**config.mk**
```make
export PLATFORM = sky130hd
export DESIGN_NAME = exact_rerank_top_k_core
export DESIGN_NICKNAME = d
export VERILOG_FILES = /design/src/design/ertk_pkg.sv /design/src/design/exact_rerank_top_k_core.sv /design/src/design/ertk_ram.sv /design/src/design/ertk_cell.sv /design/src/design/ertk_out.sv
export VERILOG_INCLUDE_DIRS = /design/src /design/src/design
export SDC_FILE = /design/constraint.sdc
export NUM_CORES = 2
export LEC_CHECK = 0
export CORE_MARGIN = 10
export CORE_UTILIZATION = 40
export CTS_CLUSTER_DIAMETER = 80
export DETAILED_ROUTE_END_ITERATION = 8
export DONT_BUFFER_PORTS = 1
export GPL_TIMING_DRIVEN = 0
export PLACE_DENSITY = 0.53
export SYNTH_ARGS = -nofsm -noshare
export SYNTH_HDL_FRONTEND = slang
export SYNTH_SLANG_ARGS = --single-unit
```
**constraint.sdc**
```tcl
create_clock -name i_clk -period 19.6 [get_ports i_clk]
set_input_delay 1.96 -clock i_clk [delete_from_list [all_inputs] [get_ports i_clk]]
set_output_delay 1.96 -clock i_clk [all_outputs]
set_load 0.02 [all_outputs]
```
**src/design/assert_macros.svh**
```systemverilog
// Assertion macros used by the top-level design file to check itself.
`ifndef ASSERT_MACROS_SVH
`define ASSERT_MACROS_SVH

// Clocked property check, switched off while reset is held low.
`define ASSERT_CLK(lbl, clk, rst_n, prop, msg) \
    lbl: assert property (@(posedge clk) disable iff (!rst_n) prop) else $error(msg);

// Clocked check that an expression never holds.
`define ASSERT_NEVER(lbl, clk, rst_n, expr, msg) \
    `ASSERT_CLK(lbl, clk, rst_n, !(expr), msg)

`endif

```
**src/design/ertk_pkg.sv**
```systemverilog
// Shared constants, types and codes of the exact top-K rerank block.
package ertk_pkg;

    // Vector length and list depth.
    localparam int VECTOR_DIM = 128;
    localparam int TOP_K      = 10;

    // Field widths of the stream items.
    localparam int ACT_W  = 2;
    localparam int ELEM_W = 8;
    localparam int ID_W   = 20;
    localparam int DIST_W = 23;
    localparam int RANK_W = 4;
    localparam int SQ_W   = 2 * ELEM_W;

    // Derived widths of counters and addresses.
    localparam int POS_W      = (VECTOR_DIM > 1) ? $clog2(VECTOR_DIM) : 1;
    localparam int CNT_W      = $clog2(TOP_K + 1);
    localparam int RANK_CNT_W = (TOP_K > 1) ? $clog2(TOP_K) : 1;

    // Packed stream widths, padded to whole bytes.
    localparam int S_DATA_W = ((ELEM_W + ID_W + 7) / 8) * 8;
    localparam int M_DATA_W = ((RANK_W + ID_W + DIST_W + 7) / 8) * 8;

    localparam logic [DIST_W-1:0] DIST_MAX = {DIST_W{1'b1}};
    localparam logic [POS_W-1:0]  POS_LAST = POS_W'(VECTOR_DIM - 1);

    // Input item kinds.
    typedef enum logic [ACT_W-1:0] {
        ACT_QUERY = 2'd0,
        ACT_CAND  = 2'd1,
        ACT_EMIT  = 2'd2
    } t_action;

    // One entry of the nearest list.
    typedef struct packed {
        logic              valid;
        logic [ID_W-1:0]   id;
        logic [DIST_W-1:0] distance;
    } t_entry;

    // Command broadcast to every cell.
    typedef struct packed {
        logic              ins;
        logic              clr;
        logic [ID_W-1:0]   id;
        logic [DIST_W-1:0] distance;
    } t_cell_ctrl;

    // What a cell hands to its right-hand neighbor.
    typedef struct packed {
        t_entry ent;
        logic   lt;
    } t_link;

endpackage

```
**src/design/exact_rerank_top_k_core.sv**
```systemverilog
// Top level of the exact top-K rerank block: distance pipeline, cell chain, output buffer.
//
//  Channel | Direction | tdata (low bit up)                | tuser   | tlast
//  s_axis  | in        | element, vector_id, pad           | action  | -
//  m_axis  | out       | rank, neighbor_id, distance, pad  | found   | last
//
// One input item is accepted per cycle unless an emit waits for the output buffer.
// A candidate's distance passes query read, difference, square and sum to reach the list.
// An emit sends TOP_K transfers from the output buffer; a second emit waits at the list
// until the buffer has drained, and holds the input side meanwhile.
// Reset clears the list, the counters and the accumulator; the query store has no
// clearing pass, so the block is ready as soon as reset is released.
module exact_rerank_top_k_core (
    input  logic                          i_clk,
    input  logic                          i_rst_n,
    input  logic                          s_axis_tvalid,
    output logic                          s_axis_tready,
    input  logic [ertk_pkg::S_DATA_W-1:0] s_axis_tdata,  // element, vector_id, zero pad
    input  logic [ertk_pkg::ACT_W-1:0]    s_axis_tuser,  // action
    output logic                          m_axis_tvalid,
    input  logic                          m_axis_tready,
    output logic [ertk_pkg::M_DATA_W-1:0] m_axis_tdata,  // rank, neighbor_id, distance, pad
    output logic                          m_axis_tuser,  // found
    output logic                          m_axis_tlast
);

`include "assert_macros.svh"

    localparam int ElemW = ertk_pkg::ELEM_W;
    localparam int IdW   = ertk_pkg::ID_W;
    localparam int DistW = ertk_pkg::DIST_W;
    localparam int TopK  = ertk_pkg::TOP_K;

    // Input decode.
    ertk_pkg::t_action       w_act;
    logic [ElemW-1:0]        w_elem;
    logic [IdW-1:0]          w_id;
    logic                    w_accept;
    logic                    w_en;
    logic                    w_stall;
    logic                    w_is_query;
    logic                    w_is_cand;
    logic                    w_is_emit;

    assign w_act  = ertk_pkg::t_action'(s_axis_tuser);
    assign w_elem = s_axis_tdata[ElemW-1:0];
    assign w_id   = s_axis_tdata[ElemW+IdW-1:ElemW];

    always_comb begin
        w_is_query = 1'b0;
        w_is_cand  = 1'b0;
        w_is_emit  = 1'b0;
        unique case (w_act)
            ertk_pkg::ACT_QUERY: w_is_query = 1'b1;
            ertk_pkg::ACT_CAND:  w_is_cand  = 1'b1;
            ertk_pkg::ACT_EMIT:  w_is_emit  = 1'b1;
            default: ;
        endcase
    end

    assign s_axis_tready = w_en;
    assign w_accept      = s_axis_tvalid && s_axis_tready;

    // Shared element position, advanced by query loads and candidate elements.
    logic [ertk_pkg::POS_W-1:0] r_pos;
    logic                       w_pos_last;

    assign w_pos_last = (r_pos == ertk_pkg::POS_LAST);

    always_ff @(posedge i_clk) begin
        if (!i_rst_n) begin
            r_pos <= '0;
        end else if (w_accept && (w_is_query || w_is_cand)) begin
            r_pos <= w_pos_last ? '0 : r_pos + 1'b1;
        end
    end

    // Query store.
    logic [ElemW-1:0] w_q;

    ertk_ram #(
        .WIDTH(ElemW),
        .DEPTH(ertk_pkg::VECTOR_DIM)
    ) u_query_ram (
        .i_clk  (i_clk),
        .i_we   (w_accept && w_is_query),
        .i_re   (w_accept && w_is_cand),
        .i_addr (r_pos),
        .i_wdata(w_elem),
        .o_rdata(w_q)
    );

    // Pipeline control flags and payload.
    logic                        r_cand1, r_emit1, r_last1;
    logic [ElemW-1:0]            r_elem1;
    logic [IdW-1:0]              r_id1;
    logic                        r_cand2, r_emit2, r_last2;
    logic [ElemW-1:0]            r_diff2;
    logic [IdW-1:0]              r_id2;
    logic                        r_cand3, r_emit3, r_last3;
    logic [ertk_pkg::SQ_W-1:0]   r_sq3;
    logic [IdW-1:0]              r_id3;
    logic                        r_ins4, r_emit4;
    logic [DistW-1:0]            r_dist4;
    logic [IdW-1:0]              r_id4;
    logic [DistW-1:0]            r_acc;
    logic [DistW:0]              w_sum;
    logic [DistW-1:0]            w_sum_sat;

    assign w_sum     = {1'b0, r_acc} + (DistW + 1)'(r_sq3);
    assign w_sum_sat = w_sum[DistW] ? ertk_pkg::DIST_MAX : w_sum[DistW-1:0];

    // Control flags of each stage and the running sum.
    always_ff @(posedge i_clk) begin
        if (!i_rst_n) begin
            r_cand1 <= 1'b0;
            r_emit1 <= 1'b0;
            r_cand2 <= 1'b0;
            r_emit2 <= 1'b0;
            r_cand3 <= 1'b0;
            r_emit3 <= 1'b0;
            r_ins4  <= 1'b0;
            r_emit4 <= 1'b0;
            r_acc   <= '0;
        end else if (w_en) begin
            r_cand1 <= w_accept && w_is_cand;
            r_emit1 <= w_accept && w_is_emit;
            r_cand2 <= r_cand1;
            r_emit2 <= r_emit1;
            r_cand3 <= r_cand2;
            r_emit3 <= r_emit2;
            r_ins4  <= r_cand3 && r_last3;
            r_emit4 <= r_emit3;
            if (r_cand3) begin
                r_acc <= r_last3 ? '0 : w_sum_sat;
            end
        end
    end

    // Payload: difference, square, then the finished distance.
    always_ff @(posedge i_clk) begin
        if (w_en) begin
            r_elem1 <= w_elem;
            r_id1   <= w_id;
            r_last1 <= w_pos_last;
            r_diff2 <= (r_elem1 >= w_q) ? r_elem1 - w_q : w_q - r_elem1;
            r_id2   <= r_id1;
            r_last2 <= r_last1;
            r_sq3   <= r_diff2 * r_diff2;
            r_id3   <= r_id2;
            r_last3 <= r_last2;
            r_dist4 <= w_sum_sat;
            r_id4   <= r_id3;
        end
    end

    // Cell chain holding the sorted list.
    ertk_pkg::t_cell_ctrl w_ctrl;
    ertk_pkg::t_link      w_link [TopK+1];
    ertk_pkg::t_entry     w_snap [TopK];
    logic [TopK-1:0]      w_valid_vec;
    logic [TopK:0]        w_valid_plus1;
    logic                 w_out_free;

    assign w_stall = r_emit4 && !w_out_free;
    assign w_en    = !w_stall;

    assign w_ctrl = '{ins: w_en && r_ins4, clr: w_en && r_emit4,
                      id: r_id4, distance: r_dist4};

    assign w_link[0] = '{ent: '{valid: 1'b0, id: '0, distance: '0}, lt: 1'b0};

    for (genvar k = 0; k < TopK; k++) begin : g_cell
        ertk_cell u_cell (
            .i_clk  (i_clk),
            .i_rst_n(i_rst_n),
            .i_ctrl (w_ctrl),
            .i_prev (w_link[k]),
            .o_link (w_link[k+1])
        );
        assign w_snap[k]      = w_link[k+1].ent;
        assign w_valid_vec[k] = w_link[k+1].ent.valid;
    end

    assign w_valid_plus1 = {1'b0, w_valid_vec} + (TopK + 1)'(1);

    // Output buffer.
    ertk_pkg::t_entry              w_head;
    logic [ertk_pkg::RANK_W-1:0]   w_rank;

    ertk_out u_out (
        .i_clk  (i_clk),
        .i_rst_n(i_rst_n),
        .i_load (w_en && r_emit4),
        .i_snap (w_snap),
        .i_ready(m_axis_tready),
        .o_valid(m_axis_tvalid),
        .o_last (m_axis_tlast),
        .o_free (w_out_free),
        .o_rank (w_rank),
        .o_entry(w_head)
    );

    // An empty rank shows zero id and distance.
    assign m_axis_tuser = w_head.valid;
    assign m_axis_tdata = ertk_pkg::M_DATA_W'({
        (w_head.valid ? w_head.distance : {DistW{1'b0}}),
        (w_head.valid ? w_head.id : {IdW{1'b0}}),
        w_rank
    });

    // Checks on the list and the output sequencing.
    `ASSERT_CLK(a_valid_prefix, i_clk, i_rst_n, $onehot(w_valid_plus1), "list valid bits not a prefix")
    `ASSERT_CLK(a_last_ends, i_clk, i_rst_n, (m_axis_tvalid && m_axis_tready && m_axis_tlast) |=> !m_axis_tvalid, "output continues after last transfer")
    `ASSERT_CLK(a_emit_starts, i_clk, i_rst_n, (r_emit4 && w_en) |=> (m_axis_tvalid && (w_rank == '0)), "emit did not start at rank zero")
    `ASSERT_CLK(a_acc_cleared, i_clk, i_rst_n, (w_en && r_cand3 && r_last3) |=> (r_acc == '0), "accumulator not cleared after candidate")

endmodule

```
**src/design/ertk_ram.sv**
```systemverilog
// Generic single-port RAM with registered read data.
module ertk_ram #(
    parameter int WIDTH = 8,
    parameter int DEPTH = 128
) (
    input  logic                                       i_clk,
    input  logic                                       i_we,
    input  logic                                       i_re,
    input  logic [((DEPTH > 1) ? $clog2(DEPTH) : 1)-1:0] i_addr,
    input  logic [WIDTH-1:0]                           i_wdata,
    output logic [WIDTH-1:0]                           o_rdata
);

    logic [WIDTH-1:0] r_mem [DEPTH];
    logic [WIDTH-1:0] r_rdata;

    // One write and one read per cycle, both at the same address.
    always_ff @(posedge i_clk) begin
        if (i_we) begin
            r_mem[i_addr] <= i_wdata;
        end
        if (i_re) begin
            r_rdata <= r_mem[i_addr];
        end
    end

    assign o_rdata = r_rdata;

endmodule

```
**src/design/ertk_cell.sv**
```systemverilog
// One cell of the sorted list: holds an entry and shifts toward the tail on insert.
module ertk_cell (
    input  logic                 i_clk,
    input  logic                 i_rst_n,
    input  ertk_pkg::t_cell_ctrl i_ctrl,
    input  ertk_pkg::t_link      i_prev,
    output ertk_pkg::t_link      o_link
);

    ertk_pkg::t_entry r_ent;
    ertk_pkg::t_entry n_ent;
    logic             w_lt;

    // The new candidate belongs at or ahead of this cell.
    assign w_lt = !r_ent.valid || (i_ctrl.distance < r_ent.distance);

    // Take the left neighbor's entry if it is displaced too, else the candidate.
    always_comb begin
        n_ent = r_ent;
        if (i_ctrl.ins && w_lt) begin
            if (i_prev.lt) begin
                n_ent = i_prev.ent;
            end else begin
                n_ent = '{valid: 1'b1, id: i_ctrl.id, distance: i_ctrl.distance};
            end
        end
    end

    // Only the valid flag needs a reset; an empty entry is never compared.
    always_ff @(posedge i_clk) begin
        if (!i_rst_n) begin
            r_ent.valid <= 1'b0;
        end else if (i_ctrl.clr) begin
            r_ent.valid <= 1'b0;
        end else begin
            r_ent.valid <= n_ent.valid;
        end
        r_ent.id       <= n_ent.id;
        r_ent.distance <= n_ent.distance;
    end

    assign o_link = '{ent: r_ent, lt: w_lt};

endmodule

```
**src/design/ertk_out.sv**
```systemverilog
// Output buffer: takes a snapshot of the list and sends it one rank per transfer.
module ertk_out (
    input  logic                      i_clk,
    input  logic                      i_rst_n,
    input  logic                      i_load,
    input  ertk_pkg::t_entry          i_snap [ertk_pkg::TOP_K],
    input  logic                      i_ready,
    output logic                      o_valid,
    output logic                      o_last,
    output logic                      o_free,
    output logic [ertk_pkg::RANK_W-1:0] o_rank,
    output ertk_pkg::t_entry          o_entry
);

    ertk_pkg::t_entry                   r_buf [ertk_pkg::TOP_K];
    logic [ertk_pkg::CNT_W-1:0]         r_cnt;
    logic [ertk_pkg::RANK_CNT_W-1:0]    r_rank;
    logic                               w_xfer;

    assign w_xfer = o_valid && i_ready;

    // Remaining count and rank of the head entry.
    always_ff @(posedge i_clk) begin
        if (!i_rst_n) begin
            r_cnt  <= '0;
            r_rank <= '0;
        end else if (i_load) begin
            r_cnt  <= ertk_pkg::CNT_W'(ertk_pkg::TOP_K);
            r_rank <= '0;
        end else if (w_xfer) begin
            r_cnt  <= r_cnt - 1'b1;
            r_rank <= r_rank + 1'b1;
        end
    end

    // Parallel load, then shift toward the head after each transfer.
    always_ff @(posedge i_clk) begin
        if (i_load) begin
            r_buf <= i_snap;
        end else if (w_xfer) begin
            for (int k = 0; k < ertk_pkg::TOP_K - 1; k++) begin
                r_buf[k] <= r_buf[k+1];
            end
        end
    end

    assign o_valid = (r_cnt != '0);
    assign o_last  = (r_cnt == ertk_pkg::CNT_W'(1));
    assign o_free  = (r_cnt == '0);
    assign o_rank  = ertk_pkg::RANK_W'(r_rank);
    assign o_entry = r_buf[0];

endmodule

```
== Word-level counts from Yosys, hierarchy flattened ==
Memories as Yosys holds them, arrays and structs flattened. A register that Yosys moved wholly into a read port is not among the register bits.
Index checks and enable logic that the tools add are counted.

* Bits in writable memories: 1024
* Bits in registers: 1064
* Input bits: 38
* Output and inout bits: 52
* Logic and storage cells: 182
* Memories: 1

{| class="wikitable"
|+ Memory list
! name !! depth !! width !! read ports !! clocked after Yosys merged registers in !! wr ports !! RTL line !! source
|-
| u_query_ram.r_mem || 128 || 8 || 1 || 1 || 1 || ertk_ram.sv:14 || <nowiki>logic [WIDTH-1:0] r_mem [DEPTH];</nowiki>
|}

* Magnitude comparators: 11
* Bitwise logic cells: 2
* $mul: 1
* Add/subtract/negate cells: 6
* Multiplexer cells: 24
* Eq/ne operators: 4
* Reductions and logical operators: 49

{| class="wikitable"
|+ Operators with widths
! operator !! number
|-
| $mux W396 || 2
|-
| $mux W44 || 9
|-
| $lt A23 B23 Y1 || 10
|-
| $mux W23 || 3
|-
| $add A23 B16 Y24 || 1
|-
| $logic_and A1 B1 Y1 || 20
|-
| $mux W20 || 1
|-
| $mul A8 B8 Y16 || 1
|-
| $sub A8 B8 Y8 || 2
|-
| $logic_not A1 Y1 || 12
|-
| $logic_or A1 B1 Y1 || 11
|-
| $ge A8 B8 Y1 || 1
|-
| $mux W4 || 2
|-
| $mux W8 || 1
|-
| $add A7 B1 Y7 const B || 1
|-
| $eq A7 B7 Y1 const B || 1
|-
| $mux W7 || 1
|-
| $mux W1 || 5
|-
| $add A4 B1 Y4 const B || 1
|-
| $eq A4 B1 Y1 const B || 1
|-
| $logic_not A4 Y1 || 1
|-
| $reduce_bool A4 Y1 || 1
|-
| $sub A4 B1 Y4 const B || 1
|-
| $eq A2 B1 Y1 const B || 1
|-
| 6 further kinds || 7
|}

== Longest topological paths before layout ==
* Depth in word-level cells: 8
* Mapped depth: 18
* Gate-level depth less buffers: 17

== Hierarchy ==
From an unflattened synthesis, not the netlist that was laid out.

* Cells, all modules: 6020
* Area, all modules: 92860.3 um2

{| class="wikitable"
|+ By module, submodules not included
! module !! cells each !! seq. area each (um2) !! area an instance (um2) !! times used
|-
| ertk_ram || 2475 || 30989.7 || 40513.9 || 1
|-
| ertk_cell (g_cell[0].u_cell ...) || 181 || 1311.3 || 2451.1 || 9
|-
| ertk_out || 975 || 13372.8 || 18720.5 || 1
|-
| exact_rerank_top_k_core || 756 || 4874.7 || 9093.7 || 1
|-
| ertk_cell (g_cell[4].u_cell) || 185 || 1311.3 || 2472.4 || 1
|}

== Worst setup path after synthesis ==
No wires, ideal clock.

* Path kind: input-to-reg
* Start point: input port m_axis_tready
* End point: register u_out.r_buf, in the netlist u_out.o_entry[0] (enable)
* Data required time: 16.708 ns
* Path buffers: 0
* Cell stages on the path: 2
* Arrival time: 8.425 ns
* Path slack: 8.283 ns
* Library setup time: 2.892 ns
* Cells stage by stage: nand2_1 nand2_1

* Word-level cells in the longest chain between the ends: 2

{| class="wikitable"
|+ RTL lines
! item !! RTL line !! source
|-
| from (decl) || exact_rerank_top_k_core.sv:21 || <nowiki>input logic m_axis_tready,</nowiki>
|-
| $logic_and A1 B1 Y1 || ertk_out.sv:20 || <nowiki>assign w_xfer = o_valid && i_ready;</nowiki>
|-
| $reduce_bool A2 Y1 (no source line) || n/a ||
|-
| to (signal assigned) || ertk_out.sv:39 || <nowiki>r_buf <= i_snap;</nowiki>
|-
| to (signal, indexed assignment) || ertk_out.sv:42 || <nowiki>r_buf[k] <= r_buf[k+1];</nowiki>
|-
| to (decl) || ertk_out.sv:15 || <nowiki>ertk_pkg::t_entry r_buf [ertk_pkg::TOP_K];</nowiki>
|}

No other way between the ends.
A chain may end at the register's enable or synchronous reset.

== Worst setup path after layout ==
* Start point: register r_pos[0] (netlist bit)
* End point: memory u_query_ram.r_mem[61][2] (enable)

{| class="wikitable"
|+ RTL lines
! item !! RTL line !! source
|-
| from (decl) || exact_rerank_top_k_core.sv:65 || <nowiki>logic [ertk_pkg::POS_W-1:0] r_pos;</nowiki>
|-
| from (signal assigned) || exact_rerank_top_k_core.sv:74 || <nowiki>r_pos <= w_pos_last ? '0 : r_pos + 1'b1;</nowiki>
|-
| to (decl) || ertk_ram.sv:14 ||
|}

No word-level cell before the write port.

==> results.cfg <==
[global_route]
grtUsageMet2_pct = 37.7
met3_usage_pct = 5.06
grt_start_max_net_pins = 130
met1_usage_pct = 28.1
grt_pass1_vias = 54300
overflow = 0
grt_usage_pct = 22.7
antenna_found_initial = 20
gr-max-usage-layer = met2
grt_pass1_wl_mm = 404

[clocking]
clk_pin_slew_ns = 0.07
numCtsBuffers = 220
cts_buffer_depth = 3
worstSkewPairLatency_ns = 0.90
cts-hold-fix-buffers = 0
root_buffer = clkbuf_16
htreeDepth = 4
ctsResizeCount = 0
cts_tree = done
clock_sink_count = 2095
cts_setup_buffers = 0

[drt]
vias_per_cell = 5.60
detail_route.wl_per_cell_um = 29.7
dr.pass1.iters = 8
drc = 0
first_iter_violations = 5914
drt_wl_total_mm = 287
final_antenna_net_count = 0
via_count = 54200

[floorplanning]
io_pins = 90
core-area_um2 = 225000
die_x_um = 497
core.rowCount = 174
initial_core_util_pct = 40.3
dieArea_um2 = 247000
die_y_um = 497

[setup_path]
path_cells = buf_6 > nor2b_1 > buf_2 > buf_1 > nand3_1 > buf_2 > nor2_1
slowest_stage = buf_1
path_buf_inv = 4
critical_path.max_stage_delay_ns = 1.06
crit_path_end_kind = flip-flop
crit_required_ns = 20.08
critPathKind = reg2reg
cp.arrival_ns = 6.88
startpoint_type = flip-flop
cp_max_fo = 10
path_delay_family = simple AND/OR/NAND/NOR gates
cp_common_cell = buf_2

[pwr]
p_leak_nw = 36.5
powerDensity_nw_per_um2 = 113
ir_drop_mv = 0.0916

[final_layout]
multi_input_area_um2 = 26000
drive_gt1_share_pct = 16.3
design_area_um2 = 103000
area_growth_pct = 12.9
final_cell_count_no_fill = 9668
nFillCells = 20000
nNetsFinal = 6812
register_area_um2 = 62300

[timing]
fin_tns_setup_ns = 0
rsz0062_at_grt = no
max_clock_freq_ghz = 0.156
hold_violations = 0
fin_crit_ns = 6.40
whs_ns = 0.397
report.final.slew_viol_count = 66
setup_viol = 0
finalCritPeriodShare_pct = 32.6
tightest_slew_ns = 1.72
fin_worst_skew_ns = 0.0555
slew_headroom_pct = -14.4

[synthesis]
synth_fp_nets = 6564
ys_warn_count = 0
ys_seq_elements = 2095
syn_area_per_cell_um2 = 14.6
synth_most_common_cell = edfxtp_1
synth-edff-count = 2039
synthTopCellsByCount = 2,039 x edfxtp_1, 984 x nand2_1, 436 x mux2_2, 310 x o21ai_0, 297 x inv_1
async_flop_share_pct = 0
synth_top_area_share_pct = 67.4
syn_area_um2 = 90900
synth_ff_type = edfxtp_1
synth_cell_types = 82
synth.area.top_cells = edfxtp_1 67%, mux2_2 5.4%, nand2_1 4.1%
synth_top_cell_by_area = edfxtp_1
syn_inst = 6217
yosysSeqAreaShare_pct = 68.6

[placement]
port_buffers = 0
placed_area_um2 = 95200
gp_congestion = 0.999
dp_cells = 9233
dp_hpwl_mm = 191

[status]
violations = max-capacitance violations, max-slew violations
outcome = complete, but fails checks

[job]
cap_violations = 6

[min_path]
hold_path.class = reg2reg
-- power breakdown --
| part | internal [mW] | switching (mW) | total [mW] |
|---|---|---|---|
| Sequential | 5.44 | 0.230 | 5.67 |
| Clock | 2.43 | 1.85 | 4.29 |
| Combinational | 0.612 | 1.06 | 1.68 |
| Total | 8.48 | 3.15 | 11.6 |
-- kinds of logic after synthesis --
group | after synthesis | share of synthesized area (%)
AOI/OAI and AO/OA | 951 | 7.04
xor gates and xnor gates | 46 | 0.443
adders and majority gates | 309 | 4.46
buffers and inverters | 612 | 2.91
DFF | 2095 | 68.6
muxes | 673 | 9.49
other | 1 | 0.00413
and+or+nand+nor | 1530 | 7.04
-- final cells by class --
cell class	count	share of cell area, %
Sequential cell	2095	60.8
Multi-Input combinational cell	3510	25.3
Clock buffer	284	5.66
Tap cell	2992	3.65
Buffer	311	1.49
Clock inverter	126	1.48
Inverter	301	1.11
Timing Repair Buffer	26	0.505
Antenna cell	23	0.0561
-- state kept, by name, indices dropped and copies added (netlist names), 4 cells and up --
signal,flops
r_elem1,8
r_sq3,15
r_id4,20
r_id2,20
u_out.o_rank,4
u_query_ram.r_mem,1024
r_id3,20
u_out.r_buf,396
u_query_ram.o_rdata,8
u_out.r_cnt,4
r_dist4,23
u_out.o_entry,44
g_cell.u_cell.o_link,440
r_pos,7
r_id1,20
r_acc,23
r_diff2,8
-- layer usage --
metal  routed length (um)  part of all wire (%)
met5                   13                0.0045
met2               137000                    48
met4                16300                   5.7
met1               111000                    39
met3                22600                   7.9
-- final timing paths --
path | start | to | slack, ns | depth (start not counted)
worst max-delay path | r_pos[0] | u_query_ram.r_mem[61][2] | 13.20 | 7
worst min-delay path | r_id2[18] | r_id3[18] | 0.40 | 0
worst max register to register | r_pos[0] | u_query_ram.r_mem[61][2] | 13.20 | 7
worst min register to register | r_id2[18] | r_id3[18] | 0.40 | 0
-- layout by cell type, fill, tap and decap left out, drive strengths merged, types with 31 or more instances in the layout --
| cell | n |
|---|---|
| nand3 | 39 |
| buf | 180 |
| dfxtp | 56 |
| clkinv | 87 |
| nor2 | 267 |
| xnor2 | 31 |
| a21o | 44 |
| inv | 307 |
| a22oi | 34 |
| and2 | 77 |
| o21ai | 318 |
| a22o | 38 |
| a221oi | 130 |
| nand2 | 984 |
| nand4 | 34 |
| o22ai | 40 |
| mux2 | 475 |
| mux4 | 92 |
| mux2i | 106 |
| ha | 284 |
| a21oi | 134 |
| clkbuf | 441 |
| edfxtp | 2039 |
-- through the flow --
step	power, mW	worst slack, ns	utilization (%)
after floorplan	7.01	8.28	-
after global placement	7.55	1.41	42.0
after detailed placement	7.46	13.69	42.3
after CTS	11.7	13.71	45.5
after global routing	12.1	13.71	45.5
final	11.6	13.20	45.5
(Power assumes the default switching activity.)
